==> config.mk <==
export PLATFORM = sky130hd
export DESIGN_NAME = ntl_ctrl
export DESIGN_NICKNAME = d
export VERILOG_FILES = /design/src/rtl/core/ntl_pkg.sv /design/src/rtl/core/ntl_ctrl.sv
export SDC_FILE = /design/constraint.sdc
export NUM_CORES = 1
export LEC_CHECK = 0
export BUFFER_PORTS_ARGS = -buffer_cell sky130_fd_sc_hd__clkbuf_2
export CAP_MARGIN = 20
export CORE_UTILIZATION = 55
export CTS_BUF_LIST = sky130_fd_sc_hd__clkbuf_8
export DETAILED_ROUTE_END_ITERATION = 6
export PLACE_DENSITY = 0.89
export REMOVE_ABC_BUFFERS = 1
export SETUP_SLACK_MARGIN = 0.15
export SLEW_MARGIN = 20
export SYNTH_ARGS = -nofsm -noshare
export SYNTH_HDL_FRONTEND = slang
export SYNTH_SLANG_ARGS = --single-unit
==> constraint.sdc <==
create_clock -name clk -period 11.9 [get_ports clk]
set_clock_uncertainty 0.1 [all_clocks]
set_input_delay 0 -clock clk [delete_from_list [all_inputs] [get_ports clk]]
set_output_delay 0 -clock clk [all_outputs]
set_load 0.02 [all_outputs]
==> src/rtl/core/ntl_pkg.sv <==
// types, constants and codes shared by the nearest-timestamp lookup block
// no dependencies
package ntl_pkg;

  localparam int MAX_ENTRIES = 1024;
  localparam int IDX_W       = $clog2(MAX_ENTRIES);
  localparam int CNT_W       = $clog2(MAX_ENTRIES + 1);
  localparam int TIME_W      = 32;
  localparam int FUNC_W      = 2;
  localparam int EIDX_W      = 10;
  localparam int STAT_W      = 2;
  localparam int CMP_W       = (CNT_W > EIDX_W) ? CNT_W : EIDX_W;

  typedef enum logic [FUNC_W-1:0] {
    FN_CLEAR   = 2'd0,
    FN_APPEND  = 2'd1,
    FN_NEAREST = 2'd2,
    FN_READ    = 2'd3
  } func_t;

  typedef enum logic [STAT_W-1:0] {
    ST_OK    = 2'd0,
    ST_EMPTY = 2'd1,
    ST_RANGE = 2'd2,
    ST_FULL  = 2'd3
  } status_t;

  typedef enum logic [2:0] {
    S_IDLE,
    S_RD_WAIT,
    S_SRCH,
    S_NB_LO,
    S_NB_HI,
    S_DONE
  } state_t;

  typedef struct packed {
    logic [EIDX_W-1:0] found_index;
    logic [TIME_W-1:0] found_time;
    status_t           status;
    logic [TIME_W-1:0] duration_ms;
  } rslt_t;

  typedef struct packed {
    logic              we;
    logic [IDX_W-1:0]  waddr;
    logic [TIME_W-1:0] wdata;
    logic [IDX_W-1:0]  raddr;
  } ram_req_t;

endpackage

==> src/rtl/core/ntl_ctrl.sv <==
// sequencer for clear, append, read and lower-bound search over the table ram
// depends on ntl_pkg
module ntl_ctrl (
  input  logic                      clk,
  input  logic                      rst,
  input  logic                      in_valid,
  output logic                      in_ready,
  input  logic [ntl_pkg::FUNC_W-1:0] func,
  input  logic [ntl_pkg::TIME_W-1:0] time_ms,
  input  logic [ntl_pkg::EIDX_W-1:0] entry_index,
  output ntl_pkg::ram_req_t         ram_req,
  input  logic [ntl_pkg::TIME_W-1:0] rdata,
  output logic                      rslt_valid,
  input  logic                      out_free,
  output ntl_pkg::rslt_t            rslt
);
  import ntl_pkg::*;

  state_t            state, state_next;
  logic [CNT_W-1:0]  count, count_next;
  logic [TIME_W-1:0] dur, dur_next;
  logic [TIME_W-1:0] query, query_next;
  logic [CNT_W-1:0]  lo, lo_next;
  logic [CNT_W-1:0]  len, len_next;
  logic [CNT_W-1:0]  mid, mid_next;
  logic [TIME_W-1:0] nb_lo, nb_lo_next;
  logic [CMP_W-1:0]  f_idx, f_idx_next;
  logic [TIME_W-1:0] f_time, f_time_next;
  status_t           status, status_next;

  // search step terms
  logic [CNT_W-1:0]  half, s_lo, s_len;
  logic [TIME_W-1:0] dist_before, dist_after;

  always_ff @(posedge clk) begin
    if (rst) begin
      state <= S_IDLE;
      count <= '0;
      dur   <= '0;
    end else begin
      state <= state_next;
      count <= count_next;
      dur   <= dur_next;
    end
  end

  always_ff @(posedge clk) begin
    query  <= query_next;
    lo     <= lo_next;
    len    <= len_next;
    mid    <= mid_next;
    nb_lo  <= nb_lo_next;
    f_idx  <= f_idx_next;
    f_time <= f_time_next;
    status <= status_next;
  end

  always_comb begin
    state_next  = state;
    count_next  = count;
    dur_next    = dur;
    query_next  = query;
    lo_next     = lo;
    len_next    = len;
    mid_next    = mid;
    nb_lo_next  = nb_lo;
    f_idx_next  = f_idx;
    f_time_next = f_time;
    status_next = status;
    ram_req     = '0;
    in_ready    = (state == S_IDLE);
    half        = len >> 1;
    s_lo        = lo;
    s_len       = half;
    dist_before = query - nb_lo;
    dist_after  = rdata - query;

    unique case (state)
      S_IDLE: begin
        if (in_valid) begin
          f_idx_next  = '0;
          f_time_next = '0;
          status_next = ST_OK;
          state_next  = S_DONE;
          unique case (func_t'(func))
            FN_CLEAR: begin
              count_next = '0;
              dur_next   = '0;
            end
            FN_APPEND: begin
              if (count == CNT_W'(MAX_ENTRIES)) begin
                status_next = ST_FULL;
              end else begin
                ram_req.we    = 1'b1;
                ram_req.waddr = count[IDX_W-1:0];
                ram_req.wdata = time_ms;
                f_idx_next    = CMP_W'(count);
                f_time_next   = time_ms;
                count_next    = count + 1'b1;
                dur_next      = time_ms;
              end
            end
            FN_NEAREST: begin
              query_next = time_ms;
              if (count == '0) begin
                status_next = ST_EMPTY;
              end else begin
                lo_next       = '0;
                len_next      = count;
                mid_next      = count >> 1;
                ram_req.raddr = mid_next[IDX_W-1:0];
                state_next    = S_SRCH;
              end
            end
            FN_READ: begin
              f_idx_next = CMP_W'(entry_index);
              if (CMP_W'(entry_index) >= CMP_W'(count)) begin
                status_next = ST_RANGE;
              end else begin
                ram_req.raddr = IDX_W'(entry_index);
                state_next    = S_RD_WAIT;
              end
            end
            default: ;
          endcase
        end
      end
      S_RD_WAIT: begin
        f_time_next = rdata;
        state_next  = S_DONE;
      end
      S_SRCH: begin
        // rdata holds table[mid]
        if (rdata < query) begin
          s_lo  = mid + 1'b1;
          s_len = len - half - 1'b1;
        end
        lo_next  = s_lo;
        len_next = s_len;
        if (s_len != '0) begin
          mid_next      = s_lo + (s_len >> 1);
          ram_req.raddr = mid_next[IDX_W-1:0];
        end else if (s_lo >= count) begin
          // past the end: last entry, which is the duration
          f_idx_next  = CMP_W'(count - 1'b1);
          f_time_next = dur;
          state_next  = S_DONE;
        end else if (s_lo == '0) begin
          f_idx_next    = '0;
          ram_req.raddr = '0;
          state_next    = S_RD_WAIT;
        end else begin
          ram_req.raddr = IDX_W'(s_lo - 1'b1);
          state_next    = S_NB_LO;
        end
      end
      S_NB_LO: begin
        nb_lo_next    = rdata;
        ram_req.raddr = lo[IDX_W-1:0];
        state_next    = S_NB_HI;
      end
      S_NB_HI: begin
        // ties go to the earlier entry
        if (dist_before <= dist_after) begin
          f_idx_next  = CMP_W'(lo - 1'b1);
          f_time_next = nb_lo;
        end else begin
          f_idx_next  = CMP_W'(lo);
          f_time_next = rdata;
        end
        state_next = S_DONE;
      end
      S_DONE: begin
        if (out_free) begin
          state_next = S_IDLE;
        end
      end
      default: state_next = S_IDLE;
    endcase
  end

  assign rslt_valid       = (state == S_DONE);
  assign rslt.found_index = EIDX_W'(f_idx);
  assign rslt.found_time  = f_time;
  assign rslt.status      = status;
  assign rslt.duration_ms = dur;

endmodule

==> results of run 1 <==
## final cells by class
cell class              count  area [um2]
inverters                 133         499
repair buffers            302        1920
well taps                 372         465
clock buffers              17         234
fillers                  2172        9300
flip-flops and latches    187        5160
clock inverters            15         183
multi-input cells        1359        9350
## metrics by stage
stage	worst slack, ns	total power, W	hold WS (ns)	utilization [%]	instances
finish	5.26	0.00312	0.0930	65.7	2385
global route	4.90	0.00327	0.102	65.7	2385
CTS	5.40	0.00306	0.0425	65.7	2385
detailed placement	5.41	0.00259	0.126	61.5	2281
global placement	5.60	0.00253	0.122	61.5	2281
floorplan	5.74	0.00208	-0.0354	-	1679
## worst min-delay path, stage by stage
cell      delay, ns
clkbuf_2       0.11
nand3_1        0.15
o32ai_1        0.16
a21oi_1        0.08
o21ai_0        0.07
## power by group
part | internal, W | leakage (nW) | total (W) | switching, W
sequential | 0.000889 | 1.70 | 0.000979 | 0.0000894
clock | 0.000179 | 0.213 | 0.000459 | 0.000280
combinational | 0.000590 | 6.04 | 0.00168 | 0.00109
## cell usage after synthesis, drive strengths merged (45+ instances only)
cell / instances
edfxtp: 141
a21oi: 163
a21o: 62
dfxtp: 46
inv: 132
clkbuf: 61
xnor2: 71
a31oi: 45
o21ai: 89
nor2: 172
o22ai: 63
nor3: 51
nand2: 89
ha: 139
and3: 58
## metal layers
| metal | track usage, % | vias up |
|---|---|---|
| met5 | 0 | - |
| met1 | 45.3 | 7315 |
| met3 | 5.99 | 205 |
| li1 | - | 6996 |
| met2 | 59.1 | 1047 |
| met4 | 18.5 | 0 |
## kinds of logic (layout without fill, tap and decap cells)
logic type,after synthesis,in the layout,synth area share [%]
buffers and inverters,217,467,5.61
muxes,44,44,3.10
DFF,187,187,33.7
xor gates and xnor gates,107,107,6.12
AOI/OAI and AO/OA,563,563,23.7
and+or+nand+nor,501,501,15.9
adders and majority gates,144,144,11.9
## how the worst max path moves through the flow
| stage | endpoint |
|---|---|
| after global placement | f_time[7]$_DFFE_PP_ |
| after detailed placement | f_time[8]$_DFFE_PP_ |
| final | ram_req[2] |
| after floorplan | f_idx[7]$_DFFE_PP_ |
| after global routing | f_time[26]$_DFFE_PP_ |
| after CTS | f_time[8]$_DFFE_PP_ |
## state kept, by name (all words and copies together), names as in the netlist
signal  cells
count      11
query      32
lo         11
status      2
f_idx      10
nb_lo      32
mid        11
state       3
len        11
dur        32
f_time     32
## repair_timing
item,CTS,global route
setup endpoints to repair,0,0
hold endpoints to repair,137,0
hold buffers,72,0
==> results.md, run 1 <==
* Metal-1 WL at 20300 um
* Outcome: finished clean
* DIE WIDTH at 169 um
* Top_reg_cell synth: edfxtp_1
* Routed wl met3 at 5180 um
* TritonCTS clock tree: built
* Vias at roughly 16k
* Clock Root Buffer: clkbuf_8
* CP startpoint kind: register
* CTS Buffer Depth at 2
* Port Buffers at 210
* Area contributors post-synth: edfxtp_1 (28%), ha_1 (11%), dfxtp_1 (6.0%)
* Dpl cell area at 0.0167 mm2
* Cts bufs inserted at 17
* Avg Synthesized Cell Area at 8.69 um2
* DRC violations left at 0
* Core area at 0.0271 mm2
* CP endpoint kind: output port
* Worst-path maximum fanout at 29
* Worst EP arrival at 6.54 ns
* Depth of the CTS H-tree at 4
* Reg2reg path depth at 24
* Yosys warnings at 0
* WP data required at 11.80 ns
* Critical Path Slowest Stage Cell: a211oi_2
* Rel. slew slack at between 20 and 25%
* RSZ-0062 raised after global routing: false
* PwrDens at 175 mW/mm2
* Clk pin slew, worst setup/hold paths at 0.12 ns
* Area Overhead vs Synth at 16.3%
* Synth area leader: edfxtp_1
* Critical path, cell by cell: ha_1 > fa_1 > nand2b_1 > a211oi_1 > o21a_1 > o211ai_1 > nand3_1 > buf_4 > nor2_1 > a21o_1 > inv_1 > ha_1 > nand2b_1 > a21o_1 > a21o_1 > a21o_1 > a21o_1 > a21o_1 > a221o_1 > a211oi_2 > nand2_1 > o221ai_1 > clkbuf_2
* Final Max Slew Viols at 0
* Hold Crit Start: entry_index[2]
* Skew-Pair Late Insertion Delay at 0.50 ns
* Hold Path Cell Cnt at 5
* Critical path type: register to output port
* Synth Instances at 1763
* Area fraction of the dominant cell type after synthesis at 27.7%
* Ports at 211
* Cell mode on critical path: a21o_1
* Die span in y at 169 um
* # Post-CTS Setup Buffers at 0
* Final Hold Fails at 0
* Ratio of final minimum period to clock period at 55.8%
* Max frequency at 0.151 GHz
* Layout cells sized above 1 at 14.9%
* Post-cts gate resize count at 0
* Reg-to-reg startpoint: query[1]$_DFFE_PP_
* Total Routed Length at 51900 um
* Register area share after synthesis at about a third
* Cell Area, Synth at 0.0153 mm2
* Setup violations, final at 0
* Crit Reg-Reg Endpoint: f_time[26]$_DFFE_PP_
* First-pass DRT Iterations at 5
* P_leak at a little under 8 nW
* Final RePlAce weighted congestion at between 0.9 and 1
* First-pass GRT wire length at approximately 80000 um
* Worst setup startpoint: query[0]$_DFFE_PP_
* Die area at 0.0285 mm2
* EDFF count, synth at around 140
* Max-Cap Viols at 0
* WHS Endpoint: f_idx[2]$_DFFE_PP_
* Most frequent cells in the layout: clkbuf_2 (210), nor2_1 (171), a21oi_1 (157), edfxtp_1 (141), ha_1 (139)
* DR iter-0 viols at approximately 1.8k
* # nets final at approximately 2.2k
* Drt wl/cell at about 22 um
* VDD IR-drop max at approximately 0.12 mV
* Routed Antenna Nets at 0
* Vias per cell at 6.53
* Design area at 0.0178 mm2
* Num rows at 60
* Worst-margin pin slew at about 1.2 ns
* Commonest non-fill, non-tap cell in the layout: clkbuf_2
* DR top layer: met4
* Global route overflow at 0
* Final HPWL DP at 36000 um
* Final TNS setup at 0 ns
* Worst reg2reg setup slack at around 5.3 ns
* Initial antenna violation count at 0
* Largest net degree at the start of global routing at 75
* # diodes at 0
* Yosys reg bits at ~190
* CP Buf/Inv Count at 3
* Worst path depth at 23
* Post-synth cell types at 90
* Slowest cell delay on critical path at 0.45 ns
* Initial Util at 56.5%
* Vias in the first global route at roughly 15k
* Clock sink count at between 150 and 200
* Cell family with most CP delay: compound AO/OA/AOI/OAI gates
* Hold crit path type: input port to register
* Gr usage total at 35.8%
* Min Tclk post-route at 6.64 ns
* FFs w/ async S/R, synth at 0%
* Met2 Wirelength at 23800 um
Power figures use the tool's default switching activity.
==> inputs of run 2 (changes only) <==
clock period = 6.6 ns   (was 11.9 ns; I/O delays follow)
==> results.md, run 2 (same netlist as run 1, synthesis figures left out) <==
* Max-Cap Viols at 0
* Global route overflow at 0
* Ports at 211
* Final HPWL DP at around 36000 um
* Vias at 15.6k
* DR iter-0 viols at between 1.5k and 2k
* Clock sink count at around 190
* CP startpoint kind: register
* PwrDens at roughly 320 mW/mm2
* VDD IR-drop max at approximately 0.22 mV
* Area Overhead vs Synth at 16.7%
* Vias in the first global route at roughly 15k
* Hold crit path type: input port to register
* DIE WIDTH at 169 um
* RSZ-0062 raised after global routing: false
* Num rows at 60
* Hold WS at 0.0287 ns
* Critical path type: register to output port
* Port Buffers at 210
* Psw at between 0.002 and 0.003 W
* Min Tclk post-route at 6.10 ns
* Core area at 0.0271 mm2
* Worst EP arrival at 6.00 ns
* Outcome: finished clean
* Initial Util at approximately 57%
* CP endpoint kind: output port
* # Post-CTS Setup Buffers at 0
* Gr usage total at 36.2%
* Final TNS setup at 0 ns
* Final RePlAce weighted congestion at about 0.99
* Clk pin slew, worst setup/hold paths at 0.14 ns
* First-pass GRT wire length at 80700 um
* # diodes at 0
* CTS Buffer Depth at 2
* Routed Antenna Nets at 0
* Cts bufs inserted at 17
* Worst-path maximum fanout at 12
* Total Routed Length at 52200 um
* First-pass DRT Iterations at 6
* Die area at 0.0285 mm2
* Pre-CTS WS at around 0.34 ns
* Dpl cells at 2285
* Drt wl/cell at 21.9 um
* Power Internal at around 0.003 W
* Ratio of final minimum period to clock period at 92.4%
* Vias per cell at 6.54
* Part of the power in registers at 31.6%
* Layout cells sized above 1 at 15.1%
* Sw frac at 47.5%
* DRC violations left at 0
* Fin cells at ~2.4k
* Depth of the CTS H-tree at 4
* P_leak at 7.98 nW
* TritonCTS clock tree: built
* Commonest non-fill, non-tap cell in the layout: clkbuf_2
* Clock share of power at between 10 and 15%
* Max frequency at 0.164 GHz
* Rel. slew slack at a little over 30%
* Most frequent cells in the layout: clkbuf_2 (210), nor2_1 (171), a21oi_1 (158), edfxtp_1 (141), ha_1 (139)
* Final Hold Fails at 0
* # nets final at approximately 2.2k
* Die span in y at 169 um
* Worst-margin pin slew at 1.04 ns
* Largest net degree at the start of global routing at a little over 60
* Initial antenna violation count at 0
* WP data required at 6.50 ns
* Clock Root Buffer: clkbuf_8
* Setup violations, final at 0
* Post-route worst setup slack at ~0.5 ns
* Comb power frac at 53.7%
* Skew-Pair Late Insertion Delay at 0.51 ns
* Final Max Slew Viols at 0
## run 2: cell types whose count changed in the layout (fill, tap and decap cells not counted), moves of 2 or more
cell,delta
buf_12,+2
buf_4,+2
inv_6,-3
inv_8,+2
## run 2: final timing paths
kind | end | cells past startpoint | slack [ns] | start
max | ram_req[1] | 23 | 0.50 | query[0]$_DFFE_PP_
min reg2reg | dur[10]$_SDFFE_PP0P_ | 2 | 0.43 | dur[10]$_SDFFE_PP0P_
max reg2reg | f_idx[8]$_DFFE_PP_ | 24 | 0.51 | query[1]$_DFFE_PP_
min | f_idx[1]$_DFFE_PP_ | 4 | 0.03 | entry_index[1]
## run 2: worst max-delay path: stages, from the launching register on
cell	delay [ns]
edfxtp_1	0.42
ha_1	0.23
fa_1	0.40
nand2b_1	0.19
a211oi_1	0.30
o21a_1	0.23
o211ai_1	0.13
nand3_1	0.41
nor2_1	0.09
a21o_1	0.21
inv_1	0.11
ha_1	0.23
nand2b_1	0.14
a21o_1	0.18
a21o_1	0.18
a21o_1	0.17
a21o_1	0.17
a21o_1	0.17
a221o_1	0.37
a21o_1	0.25
nor3_1	0.19
a21oi_1	0.07
o21ai_0	0.40
clkbuf_2	0.25
## run 2: cell type report
cell class                 count  area (um2)
sequential                   187        5160
multi-input combinational   1359        9360
tap                          372         465
inverter                     133         499
fill                        2092        9230
clock inverter                15         174
timing repair buffer         307        1990
clock buffer                  17         234
## run 2: stage by stage
| stage | total power (W) | instance area, um2 | utilization (%) |
|---|---|---|---|
| 2_1_floorplan | 0.00374 | 15000 | - |
| 3_3_place_gp | 0.00458 | 16700 | 61.7 |
| 3_5_place_dp | 0.00469 | 16700 | 61.7 |
| 4_1_cts | 0.00555 | 17900 | 65.9 |
| 5_1_grt | 0.00595 | 17900 | 66.0 |
| 6_report | 0.00568 | 17900 | 66.0 |
## run 2: routing by layer
metal / global-route usage [%] / vias up / routed length (um)
met5: 0 / - / 0
met4: 19.2 / 0 / 2810
met3: 6.64 / 235 / 5570
met1: 45.7 / 7289 / 20000
met2: 58.9 / 1101 / 23900
li1: - / 7009 / -
## run 2: timing repair
| item | in CTS | in global routing |
|---|---|---|
| gates resized for setup | 0 | 3 |
| hold buffers | 73 | 0 |
| endpoints found under the hold margin | 137 | 0 |
| endpoints found under the setup margin | 0 | 39 |
## run 2: power by group through the flow
stage          Clock, W  Sequential [W]  Combinational (W)
2_1_floorplan         0         0.00197            0.00177
3_3_place_gp          0         0.00180            0.00278
3_5_place_dp          0         0.00180            0.00289
4_1_cts        0.000828         0.00178            0.00295
5_1_grt        0.000867         0.00181            0.00327
6_report       0.000836         0.00179            0.00305
